$ cat src/jsr_pkg.sv
// Shared types, codes and header lookup tables for the joint-stereo rewriter.
// No dependencies; used by every other file of the block but jsr_if.sv.
package jsr_pkg;

  localparam int unsigned QueueDepth = 4;
  localparam int unsigned QueueAw    = $clog2(QueueDepth);
  localparam int unsigned NumW       = 26;  // 144000 * 448 fits in 26 bits
  localparam int unsigned DenW       = 16;
  localparam int unsigned QuoW       = 13;
  localparam int unsigned CntW       = 4;

  localparam logic [2:0] ST_OK        = 3'd0;
  localparam logic [2:0] ST_BAD_START = 3'd1;
  localparam logic [2:0] ST_BAD_SYNC  = 3'd2;
  localparam logic [2:0] ST_BAD_HDR   = 3'd3;
  localparam logic [2:0] ST_TRUNC     = 3'd4;
  localparam logic [2:0] ST_HALTED    = 3'd5;

  localparam logic [1:0] KIND_TAG     = 2'd0;
  localparam logic [1:0] KIND_HDR     = 2'd1;
  localparam logic [1:0] KIND_PAYLOAD = 2'd2;
  localparam logic [1:0] KIND_TAIL    = 2'd3;

  localparam logic [1:0] REG_AUDIO_END = 2'd0;
  localparam logic [1:0] REG_TARGET    = 2'd1;
  localparam logic [1:0] REG_REWRITE   = 2'd2;

  // Classified input byte as it travels from front to back.
  typedef struct packed {
    logic [7:0] data;
    logic       sos;
    logic       is_i;      // 0x49
    logic       is_d;      // 0x44
    logic       is_3;      // 0x33
    logic       is_ff;
    logic       sync_hi;   // bits 7:5 all set
  } jsr_item_t;

  typedef logic [8:0] kbps_row_t [16];

  localparam kbps_row_t KbpsLow = '{9'd0, 9'd8, 9'd16, 9'd24, 9'd32, 9'd40, 9'd48, 9'd56,
                                    9'd64, 9'd80, 9'd96, 9'd112, 9'd128, 9'd144, 9'd160,
                                    9'd0};
  localparam kbps_row_t KbpsV2L1 = '{9'd0, 9'd32, 9'd48, 9'd56, 9'd64, 9'd80, 9'd96,
                                     9'd112, 9'd128, 9'd144, 9'd160, 9'd176, 9'd192,
                                     9'd224, 9'd256, 9'd0};
  localparam kbps_row_t KbpsV1L3 = '{9'd0, 9'd32, 9'd40, 9'd48, 9'd56, 9'd64, 9'd80,
                                     9'd96, 9'd112, 9'd128, 9'd160, 9'd192, 9'd224,
                                     9'd256, 9'd320, 9'd0};
  localparam kbps_row_t KbpsV1L2 = '{9'd0, 9'd32, 9'd48, 9'd56, 9'd64, 9'd80, 9'd96,
                                     9'd112, 9'd128, 9'd160, 9'd192, 9'd224, 9'd256,
                                     9'd320, 9'd384, 9'd0};
  localparam kbps_row_t KbpsV1L1 = '{9'd0, 9'd32, 9'd64, 9'd96, 9'd128, 9'd160, 9'd192,
                                     9'd224, 9'd256, 9'd288, 9'd320, 9'd352, 9'd384,
                                     9'd416, 9'd448, 9'd0};

  // ver and lay are the raw header codes; zero means reserved or free format.
  function automatic logic [8:0] kbps_lookup(input logic [1:0] ver, input logic [1:0] lay,
                                             input logic [3:0] idx);
    logic [8:0] r;
    r = '0;
    if (ver == 2'd3) begin
      case (lay)
        2'd1:    r = KbpsV1L3[idx];
        2'd2:    r = KbpsV1L2[idx];
        2'd3:    r = KbpsV1L1[idx];
        default: r = '0;
      endcase
    end else if (ver == 2'd2 && lay == 2'd3) begin
      r = KbpsV2L1[idx];
    end else if (ver != 2'd1 && lay != 2'd0) begin
      r = KbpsLow[idx];
    end
    return r;
  endfunction

  function automatic logic [15:0] rate_lookup(input logic [1:0] ver, input logic [1:0] sidx);
    logic [15:0] r;
    r = '0;
    case ({ver, sidx})
      4'b00_00: r = 16'd11025;
      4'b00_01: r = 16'd12000;
      4'b00_10: r = 16'd8000;
      4'b10_00: r = 16'd22050;
      4'b10_01: r = 16'd24000;
      4'b10_10: r = 16'd16000;
      4'b11_00: r = 16'd44100;
      4'b11_01: r = 16'd48000;
      4'b11_10: r = 16'd32000;
      default:  r = '0;
    endcase
    return r;
  endfunction

endpackage

$ cat src/jsr_if.sv
// Valid/ready channel interfaces for source bytes and rewritten bytes.
// No dependencies.
interface jsr_in_if;
  logic       valid;
  logic       ready;
  logic [7:0] data_byte;
  logic       start_of_stream;
  modport source (output valid, output data_byte, output start_of_stream, input ready);
  modport sink   (input valid, input data_byte, input start_of_stream, output ready);
endinterface

interface jsr_out_if;
  logic        valid;
  logic        ready;
  logic [7:0]  out_byte;
  logic [1:0]  byte_kind;
  logic [2:0]  status;
  logic [23:0] frame_number;
  modport source (output valid, output out_byte, output byte_kind, output status,
                  output frame_number, input ready);
  modport sink   (input valid, input out_byte, input byte_kind, input status,
                  input frame_number, output ready);
endinterface

$ cat src/jsr_front.sv
// Front end: accepts source bytes, classifies them and queues them.
// Depends on jsr_pkg and jsr_in_if.
module jsr_front import jsr_pkg::*; (
  input  logic      clk,
  input  logic      rst,
  jsr_in_if.sink    in_ch,
  output logic      item_valid,
  output jsr_item_t item,
  input  logic      item_pop
);

  jsr_item_t          queue [QueueDepth];
  logic [QueueAw-1:0] wr_ptr;
  logic [QueueAw-1:0] rd_ptr;
  logic [QueueAw:0]   fill;
  logic               push;
  logic               pop;
  jsr_item_t          cls;

  always_comb begin
    cls.data    = in_ch.data_byte;
    cls.sos     = in_ch.start_of_stream;
    cls.is_i    = (in_ch.data_byte == 8'h49);
    cls.is_d    = (in_ch.data_byte == 8'h44);
    cls.is_3    = (in_ch.data_byte == 8'h33);
    cls.is_ff   = (in_ch.data_byte == 8'hFF);
    cls.sync_hi = ((in_ch.data_byte & 8'hE0) == 8'hE0);
  end

  assign in_ch.ready = (fill != (QueueAw+1)'(QueueDepth));
  assign push        = in_ch.valid && in_ch.ready;
  assign item_valid  = (fill != '0);
  assign pop         = item_pop && item_valid;
  assign item        = queue[rd_ptr];

  always_ff @(posedge clk) begin
    if (push) begin
      queue[wr_ptr] <= cls;
    end
    if (rst) begin
      wr_ptr <= '0;
      rd_ptr <= '0;
      fill   <= '0;
    end else begin
      if (push) wr_ptr <= wr_ptr + 1'b1;
      if (pop)  rd_ptr <= rd_ptr + 1'b1;
      fill <= fill + (QueueAw+1)'(push) - (QueueAw+1)'(pop);
    end
  end

endmodule

$ cat src/jsr_div.sv
// Restoring divider, one quotient bit per cycle, for the frame length.
// Depends on jsr_pkg.
module jsr_div import jsr_pkg::*; (
  input  logic            clk,
  input  logic            rst,
  input  logic            start,
  input  logic [NumW-1:0] num,
  input  logic [DenW-1:0] den,
  output logic            done,
  output logic [QuoW-1:0] quo
);

  localparam int unsigned WideW = DenW + QuoW;

  logic [NumW-1:0] rem;
  logic [DenW-1:0] dreg;
  logic [CntW-1:0] cnt;
  logic            busy;
  logic [WideW-1:0] trial;
  logic            take;

  assign trial = {{QuoW{1'b0}}, dreg} << cnt;
  assign take  = ({{(WideW-NumW){1'b0}}, rem} >= trial);

  always_ff @(posedge clk) begin
    if (start) begin
      rem  <= num;
      dreg <= den;
      quo  <= '0;
      cnt  <= CntW'(QuoW - 1);
    end else if (busy) begin
      if (take) begin
        rem      <= rem - trial[NumW-1:0];
        quo[cnt] <= 1'b1;
      end
      cnt <= cnt - 1'b1;
    end
    if (rst) begin
      busy <= 1'b0;
      done <= 1'b0;
    end else if (start) begin
      busy <= 1'b1;
      done <= 1'b0;
    end else if (busy && cnt == '0) begin
      busy <= 1'b0;
      done <= 1'b1;
    end
  end

endmodule

$ cat src/jsr_parser.sv
// Back end: walks ID3 tag and frames, rewrites channel mode, drives results.
// Depends on jsr_pkg, jsr_out_if and jsr_div.
module jsr_parser import jsr_pkg::*; (
  input  logic       clk,
  input  logic       rst,
  input  logic       item_valid,
  input  jsr_item_t  item,
  output logic       item_pop,
  input  logic [31:0] audio_end,
  input  logic [1:0] target_mode,
  input  logic       rewrite_en,
  jsr_out_if.source  out_ch
);

  typedef enum logic [2:0] {
    PH_FIRST, PH_ID3HDR, PH_ID3BODY, PH_FHDR, PH_PAYLOAD, PH_TAIL, PH_HALT
  } phase_t;

  typedef enum logic {S_RUN, S_DIV} ctl_t;

  ctl_t         ctl;
  phase_t       phase, e_phase, n_phase;
  logic [31:0]  offset, e_offset;
  logic [27:0]  tag_left, e_tag, n_tag;
  logic [15:0]  hold, e_hold, n_hold;
  logic [11:0]  fbl, e_fbl, n_fbl;
  logic [23:0]  fcount, e_fcount, n_fcount;
  logic [2:0]   err, e_err, n_err;
  logic [7:0]   ob;
  logic [1:0]   kind;
  logic [2:0]   st;
  logic         past_end;
  logic [8:0]   kbps;
  logic [15:0]  rate;
  logic         need_div;
  logic         out_free;
  logic         commit;
  logic         div_start;
  logic         div_done;
  logic [QuoW-1:0] quo;
  logic [NumW-1:0] num;
  logic [27:0]  tag_shift;

  // Start of stream restarts everything for this byte.
  always_comb begin
    e_phase  = item.sos ? PH_FIRST : phase;
    e_offset = item.sos ? '0 : offset;
    e_tag    = item.sos ? '0 : tag_left;
    e_hold   = item.sos ? '0 : hold;
    e_fbl    = item.sos ? '0 : fbl;
    e_fcount = item.sos ? '0 : fcount;
    e_err    = item.sos ? '0 : err;
  end

  assign past_end  = (e_offset >= audio_end);
  assign kbps      = kbps_lookup(e_hold[12:11], e_hold[10:9], e_hold[7:4]);
  assign rate      = rate_lookup(e_hold[12:11], e_hold[3:2]);
  assign num       = NumW'(kbps) * NumW'(144000);
  assign need_div  = (e_err == ST_OK) && (e_phase == PH_FHDR) && !past_end
                     && (e_fbl[1:0] == 2'd3) && (kbps != '0) && (rate != '0);
  assign out_free  = !out_ch.valid || out_ch.ready;
  assign commit    = item_valid && out_free && ((ctl == S_RUN && !need_div)
                     || (ctl == S_DIV && div_done));
  assign div_start = (ctl == S_RUN) && item_valid && out_free && need_div;
  assign item_pop  = commit;
  assign tag_shift = {e_tag[20:0], item.data[6:0]};

  jsr_div u_div (
    .clk   (clk),
    .rst   (rst),
    .start (div_start),
    .num   (num),
    .den   (rate),
    .done  (div_done),
    .quo   (quo)
  );

  always_comb begin
    logic       run_frame;
    logic [11:0] len;
    run_frame = 1'b0;
    len       = 12'(quo) + 12'(e_hold[1]);
    ob       = item.data;
    kind     = KIND_TAIL;
    st       = ST_OK;
    n_phase  = e_phase;
    n_tag    = e_tag;
    n_hold   = e_hold;
    n_fbl    = e_fbl;
    n_fcount = e_fcount;
    n_err    = e_err;
    if (e_err != ST_OK) begin
      st = ST_HALTED;
    end else begin
      unique case (e_phase)
        PH_FIRST: begin
          if (item.is_i) begin
            n_phase = PH_ID3HDR;
            n_tag   = '0;
            kind    = KIND_TAG;
          end else if (past_end) begin
            n_phase = PH_TAIL;
          end else if (item.is_ff) begin
            n_fbl     = '0;
            run_frame = 1'b1;
          end else begin
            n_err = ST_BAD_START;
          end
        end
        PH_ID3HDR: begin
          if ((e_offset == 32'd1 && !item.is_d) || (e_offset == 32'd2 && !item.is_3)) begin
            n_err = ST_BAD_START;
          end else begin
            kind = KIND_TAG;
            if (e_offset >= 32'd6) n_tag = tag_shift;
            if (e_offset >= 32'd9) begin
              n_fbl   = '0;
              n_phase = (n_tag == '0) ? PH_FHDR : PH_ID3BODY;
            end
          end
        end
        PH_ID3BODY: begin
          kind = KIND_TAG;
          if (e_tag <= 28'd1) begin
            n_tag   = '0;
            n_fbl   = '0;
            n_phase = PH_FHDR;
          end else begin
            n_tag = e_tag - 1'b1;
          end
        end
        PH_FHDR, PH_PAYLOAD: run_frame = 1'b1;
        default: kind = KIND_TAIL;
      endcase
      if (run_frame) begin
        if (past_end) begin
          if (e_phase != PH_PAYLOAD && n_fbl == '0) n_phase = PH_TAIL;
          else n_err = ST_TRUNC;
        end else if (e_phase == PH_PAYLOAD) begin
          kind = KIND_PAYLOAD;
          if (e_fbl <= 12'd1) begin
            n_fbl   = '0;
            n_phase = PH_FHDR;
          end else begin
            n_fbl = e_fbl - 1'b1;
          end
        end else begin
          kind    = KIND_HDR;
          n_phase = PH_FHDR;
          case (n_fbl[1:0])
            2'd0: begin
              if (!item.is_ff) n_err = ST_BAD_SYNC;
              else begin
                if (e_fcount != '1) n_fcount = e_fcount + 1'b1;
                n_fbl = 12'd1;
              end
            end
            2'd1: begin
              if (!item.sync_hi) n_err = ST_BAD_SYNC;
              else begin
                n_hold = {item.data, 8'h00};
                n_fbl  = 12'd2;
              end
            end
            2'd2: begin
              n_hold = {e_hold[15:8], item.data};
              n_fbl  = 12'd3;
            end
            default: begin
              if (kbps == '0 || rate == '0) n_err = ST_BAD_HDR;
              else begin
                if (rewrite_en) ob = {target_mode, item.data[5:0]};
                n_fbl   = len - 12'd4;
                n_phase = PH_PAYLOAD;
              end
            end
          endcase
        end
      end
      // Fail: pass the byte as tail with the code, then halt.
      if (n_err != ST_OK) begin
        n_phase = PH_HALT;
        kind    = KIND_TAIL;
        st      = n_err;
      end
    end
  end

  always_ff @(posedge clk) begin
    if (commit) begin
      out_ch.out_byte     <= ob;
      out_ch.byte_kind    <= kind;
      out_ch.status       <= st;
      out_ch.frame_number <= n_fcount;
    end
    if (rst) begin
      ctl          <= S_RUN;
      phase        <= PH_FIRST;
      offset       <= '0;
      fcount       <= '0;
      err          <= ST_OK;
      out_ch.valid <= 1'b0;
      tag_left     <= '0;
      hold         <= '0;
      fbl          <= '0;
    end else begin
      if (commit) begin
        phase        <= n_phase;
        offset       <= (e_offset == '1) ? e_offset : e_offset + 1'b1;
        fcount       <= n_fcount;
        err          <= n_err;
        tag_left     <= n_tag;
        hold         <= n_hold;
        fbl          <= n_fbl;
        out_ch.valid <= 1'b1;
      end else if (out_ch.ready) begin
        out_ch.valid <= 1'b0;
      end
      unique case (ctl)
        S_RUN:   if (div_start) ctl <= S_DIV;
        S_DIV:   if (commit) ctl <= S_RUN;
        default: ctl <= S_RUN;
      endcase
    end
  end

endmodule

$ cat src/mpeg_audio_joint_stereo_rewriter_top.sv
// Each byte is registered in the input queue, then in the output register; header
// byte 3 also waits for the bit-serial frame-length divider, and no further byte is
// taken until it is done. Throughput: one byte per cycle while the output is ready.
// Reset (rst, synchronous) clears the queue, parser state and config registers
// to audio_end all ones, joint stereo mode and rewriting on.
module mpeg_audio_joint_stereo_rewriter_top import jsr_pkg::*; (
  input  logic        clk,
  input  logic        rst,
  jsr_in_if.sink      in_ch,
  jsr_out_if.source   out_ch,
  input  logic        cfg_we,
  input  logic [1:0]  cfg_index,
  input  logic [31:0] cfg_data
);

  logic [31:0] audio_end;
  logic [1:0]  target_mode;
  logic        rewrite_en;
  logic        item_valid;
  logic        item_pop;
  jsr_item_t   item;

  always_ff @(posedge clk) begin
    if (rst) begin
      audio_end   <= '1;
      target_mode <= 2'd1;
      rewrite_en  <= 1'b1;
    end else if (cfg_we) begin
      case (cfg_index)
        REG_AUDIO_END: audio_end   <= cfg_data;
        REG_TARGET:    target_mode <= cfg_data[1:0];
        REG_REWRITE:   rewrite_en  <= cfg_data[0];
        default:       ;
      endcase
    end
  end

  jsr_front u_front (
    .clk        (clk),
    .rst        (rst),
    .in_ch      (in_ch),
    .item_valid (item_valid),
    .item       (item),
    .item_pop   (item_pop)
  );

  jsr_parser u_parser (
    .clk         (clk),
    .rst         (rst),
    .item_valid  (item_valid),
    .item        (item),
    .item_pop    (item_pop),
    .audio_end   (audio_end),
    .target_mode (target_mode),
    .rewrite_en  (rewrite_en),
    .out_ch      (out_ch)
  );

endmodule

$ cat src/flat_wrapper.sv
// flat-port wrapper written by rule: the top's interface ports become plain ports
module mpeg_audio_joint_stereo_rewriter_top_flat import jsr_pkg::*;
  (clk, rst, cfg_we, cfg_index, cfg_data, in_ch_valid, in_ch_data_byte, in_ch_start_of_stream, in_ch_ready, out_ch_valid, out_ch_out_byte, out_ch_byte_kind, out_ch_status, out_ch_frame_number, out_ch_ready);
  jsr_in_if in_ch_i ();
  jsr_out_if out_ch_i ();
  input  logic clk;
  input  logic rst;
  input  logic cfg_we;
  input  logic [1:0] cfg_index;
  input  logic [31:0] cfg_data;
  input wire logic [$bits(in_ch_i.valid)-1:0] in_ch_valid;
  input wire logic [$bits(in_ch_i.data_byte)-1:0] in_ch_data_byte;
  input wire logic [$bits(in_ch_i.start_of_stream)-1:0] in_ch_start_of_stream;
  output wire logic [$bits(in_ch_i.ready)-1:0] in_ch_ready;
  output wire logic [$bits(out_ch_i.valid)-1:0] out_ch_valid;
  output wire logic [$bits(out_ch_i.out_byte)-1:0] out_ch_out_byte;
  output wire logic [$bits(out_ch_i.byte_kind)-1:0] out_ch_byte_kind;
  output wire logic [$bits(out_ch_i.status)-1:0] out_ch_status;
  output wire logic [$bits(out_ch_i.frame_number)-1:0] out_ch_frame_number;
  input wire logic [$bits(out_ch_i.ready)-1:0] out_ch_ready;
  assign in_ch_i.valid = in_ch_valid;
  assign in_ch_i.data_byte = in_ch_data_byte;
  assign in_ch_i.start_of_stream = in_ch_start_of_stream;
  assign in_ch_ready = in_ch_i.ready;
  assign out_ch_valid = out_ch_i.valid;
  assign out_ch_out_byte = out_ch_i.out_byte;
  assign out_ch_byte_kind = out_ch_i.byte_kind;
  assign out_ch_status = out_ch_i.status;
  assign out_ch_frame_number = out_ch_i.frame_number;
  assign out_ch_i.ready = out_ch_ready;
  mpeg_audio_joint_stereo_rewriter_top u_core (.clk(clk), .rst(rst), .in_ch(in_ch_i), .out_ch(out_ch_i), .cfg_we(cfg_we), .cfg_index(cfg_index), .cfg_data(cfg_data));
endmodule
$ cat config.mk
export PLATFORM = sky130hd
export DESIGN_NAME = mpeg_audio_joint_stereo_rewriter_top_flat
export DESIGN_NICKNAME = d
export VERILOG_FILES = /design/src/jsr_pkg.sv /design/src/jsr_if.sv /design/src/jsr_front.sv /design/src/jsr_div.sv /design/src/jsr_parser.sv /design/src/mpeg_audio_joint_stereo_rewriter_top.sv /design/src/flat_wrapper.sv
export SDC_FILE = /design/constraint.sdc
export NUM_CORES = 1
export LEC_CHECK = 0
export BUFFER_PORTS_ARGS = -buffer_cell sky130_fd_sc_hd__buf_2
export CORE_UTILIZATION = 40
export CTS_BUF_LIST = sky130_fd_sc_hd__clkbuf_8
export CTS_CLUSTER_SIZE = 30
export DETAILED_ROUTE_END_ITERATION = 12
export PLACE_DENSITY = 0.65
export SKIP_CTS_REPAIR_TIMING = 1
export SYNTH_ARGS = -nofsm -noshare
export SYNTH_HDL_FRONTEND = slang
export SYNTH_SLANG_ARGS = --single-unit
export TNS_END_PERCENT = 20
$ cat constraint.sdc
create_clock -name clk -period 8.6 [get_ports clk]
set_clock_uncertainty 0.15 [all_clocks]
set_input_delay 1.72 -clock clk [delete_from_list [all_inputs] [get_ports clk]]
set_output_delay 1.72 -clock clk [all_outputs]
set_load 0.01 [all_outputs]
==> run metrics <==
CP Data Required Time 8.83 ns; GP Congestion 0.9227; Startpoint Class register; initial antenna violation count 0; CP max stage delay 1.00 ns; CP bufs+invs 1; RSZ-0062 raised after global routing no; area leader, netlist edfxtp_1; post-synthesis cell count 2395; io pins 87; TritonCTS Buffers 55; Port Buf Inserts 86; slowest cell on the critical path mux4_4; largest delay contributor family on the critical path compound AO/OA/AOI/OAI gates; number of enable flip-flop cells after synthesis 126; Initial Util 40.73%; post-synthesis sequential area ratio 36.31%; Synth area leaders edfxtp_1 (18%), dfxtp_1 (18%), ha_1 (8.2%); final net count 2608; number of antenna diodes 0; ys flop type dfxtp_1; Final Max Slew Viols 0; Netlist cell types 92; Mapped Nets 2584; Core ar. 0.05048 mm2; actual slew at the worst max-slew pin 1.209 ns; clk sinks 310; drt total wl 58990 um; DRT antenna net count 0; final worst path period need 7.064 ns; GRT Util Overall 22.28%; maximum clock rate 141.6 MHz; hpwl dp 41410 um; CP max FO 41; outcome complete, no violations; clock slew at reported path FFs 0.06 ns; Max VDD drop 0.0002106 V; H-tree depth 2; setup slack, reg-to-reg 1.54 ns; gr ovfl total 0; Skew-Pair Late Insertion Delay 0.68 ns; Syn Area/Cell 8.585 um2; Iteration-0 DRC Markers 1908; Via Count 18410; max_slew headroom 19.31%; die area 0.05232 mm2; Final Cycle Share 82.14%; Leak 9.035 nW; Post-synth ARST share 0%; CTS tree built; pre-CTS setup slack 1.635 ns; # rows 82; Final WS setup 1.536 ns; first-pass GRT wire length 95670 um; YS warnings 0; TNS Setup 0 ns; final setup fails 0; clock buffer depth 3; share of cells above drive strength 1 11.35%; final hold violations 0; Synth top area share 18.40%; chip width 228.7 um; fill count 4881; crit end category register; Pwr Density 256.7 mW/mm2; Initial DRT Pass Iterations 8; DR vias/cell 5.867; number of synthesized register bits 310; max cap viols 0; drt wl/cell 18.80 um; critical path class register to register; Syn-to-layout area delta 10.67%; Syn Std Cell Area 0.02056 mm2; Root Buffer clkbuf_8; # DRC 0; vias in the first global route 17690; HP Class register to register; CP arrival 7.29 ns; largest net degree at the start of global routing 73; die height 228.7 um
final timing paths:
| path | startpoint | end | cells after the start |
|---|---|---|---|
| setup reg to reg | register | u_core.u_parser.u_div.rem[25] | 25 |
| hold reg to reg | u_core.u_parser.offset[23] | u_core.u_parser.offset[23] | 2 |
| hold / removal | u_core.u_parser.offset[23] | u_core.u_parser.offset[23] | 2 |
| setup / recovery | register | u_core.u_parser.u_div.rem[25] | 25 |
report_power, final:
group          leakage, nW  internal (W)  total, W  switching [W]
combinational         5.72      0.000715   0.00230        0.00158
clock                0.673      0.000923   0.00162       0.000696
sequential            2.64       0.00177   0.00192       0.000151
total                 9.03       0.00341   0.00584        0.00243
cells in the final DEF, fill, tap and decap left out, types with 40 or more instances in the layout:
master    netlist  final
a21oi_1       149    148
and2_1         49     49
and3_1         40     40
buf_2          13     85
clkbuf_8        0     59
dfxtp_1       184    184
edfxtp_1      126    126
ha_1          134    134
inv_1         115    122
nand2_1       245    245
nand3_1        96     96
nor2_1        224    224
nor3_1         62     61
o211ai_1       44     44
o21ai_0       137    136
xnor2_1        40     40
per-stage QoR:
stage	instances	utilization (%)	cell area, um2	hold WS, ns	power (W)
5_1_grt	3138	45.08	22760	0.3619	0.006187
4_1_cts	3138	45.08	22760	0.3264	0.005849
3_3_place_gp	3034	42.51	21460	0.3134	0.004170
2_1_floorplan	2395	-	20560	0.2860	0.003505
6_report	3138	45.08	22760	0.3241	0.005842
3_5_place_dp	3034	42.51	21460	0.3199	0.004206
final cells by class:
type,instances,area (um2),area share (%)
multi-input combinational,1827,12110,53.21
sequential,310,7467,32.81
inverter,116,436.7,1.919
clock buffer,59,812.0,3.568
clock inverter,45,485.5,2.133
tap,672,840.8,3.695
timing repair buffer,109,605.6,2.661
state kept, by name, summed over array words and instances, names as in the netlist, 2 cells and up, named ones only:
register and flops:
u_core.u_parser.hold 11, u_core.u_front.fill 3, u_core.u_parser.fbl 12, u_core.u_parser.out_ch.out_byte 8, u_core.u_parser.out_ch.byte_kind 2, u_core.u_parser.u_div.cnt 4
u_core.u_parser.out_ch.status 3, u_core.u_front.queue 56, u_core.u_parser.u_div.quo 12, u_core.audio_end 32, u_core.u_front.rd_ptr 2, u_core.target_mode 2
u_core.u_parser.phase 3, u_core.u_parser.tag_left 28, u_core.u_front.wr_ptr 2, u_core.u_parser.u_div.dreg 14, u_core.u_parser.u_div.rem 26, u_core.u_parser.err 3
u_core.u_parser.out_ch.frame_number 24, u_core.u_parser.fcount 24, u_core.u_parser.offset 32
worst register-to-register path, cell delays in order (launching register included):
cell,delay (ns)
dfxtp_1,0.30
buf_4,0.29
mux4_4,1.00
or2_2,0.53
mux2i_1,0.16
o211ai_1,0.21
a21oi_1,0.10
o21ai_0,0.13
o21ai_0,0.14
nand2_1,0.11
o21ai_0,0.27
ha_1,0.40
ha_1,0.29
ha_1,0.31
ha_1,0.30
ha_1,0.24
fa_1,0.40
a21o_1,0.18
a21oi_1,0.21
o21bai_1,0.09
a21oi_1,0.23
nor2b_1,0.07
o21ai_0,0.27
o21ai_0,0.16
xor2_1,0.14
o21ai_1,0.07
cell families (layout without fill, tap and decap cells):
kind of cell             count (synthesis)  in the layout  share of synthesized area, %
AO/OA/AOI/OAI                          628            628                         20.19
XOR/XNOR                                78             78                         3.322
adder cells (fa/ha/maj)                141            141                         8.835
buffers and inverters                  258            329                         4.959
flip-flops                             310            310                         36.31
multiplexers                            65             65                         4.582
AND/OR/NAND/NOR                        915            915                         21.80
cell usage after synthesis, drive strengths merged, types with 10 or more instances:
cell type and instances:
o21ai 150, or4 14, o31ai 14, or2 13
nand4 31, o22ai 19, or3 34, mux2 13
dfxtp 184, buf 34, xor2 38, nor2 225
ha 134, and2 50, mux4 22, a32oi 11
o21bai 10, xnor2 40, clkbuf 108, a211oi 26
a22o 27, a22oi 14, mux2i 30, nand2b 19
nand3 96, edfxtp 126, o21a 15, nor3 64
a21oi 150, o211ai 44, a31oi 34, and3 40
nor4 27, nand2 245, inv 116, a21o 21
nor2b 17
per-layer routing:
| layer | global-route usage [%] | share of wire (%) | vias to the layer above | wire [um] |
|---|---|---|---|---|
| met2 | 35.63 | 46 | 635 | 26880 |
| met4 | 6.648 | 2.1 | 0 | 1236 |
| met5 | 0 | 0 | - | 0 |
| met3 | 2.882 | 6.0 | 84 | 3526 |
| met1 | 31.23 | 46 | 8825 | 27350 |
| li1 | - | - | 8868 | - |
Power figures use the tool's default switching activity.
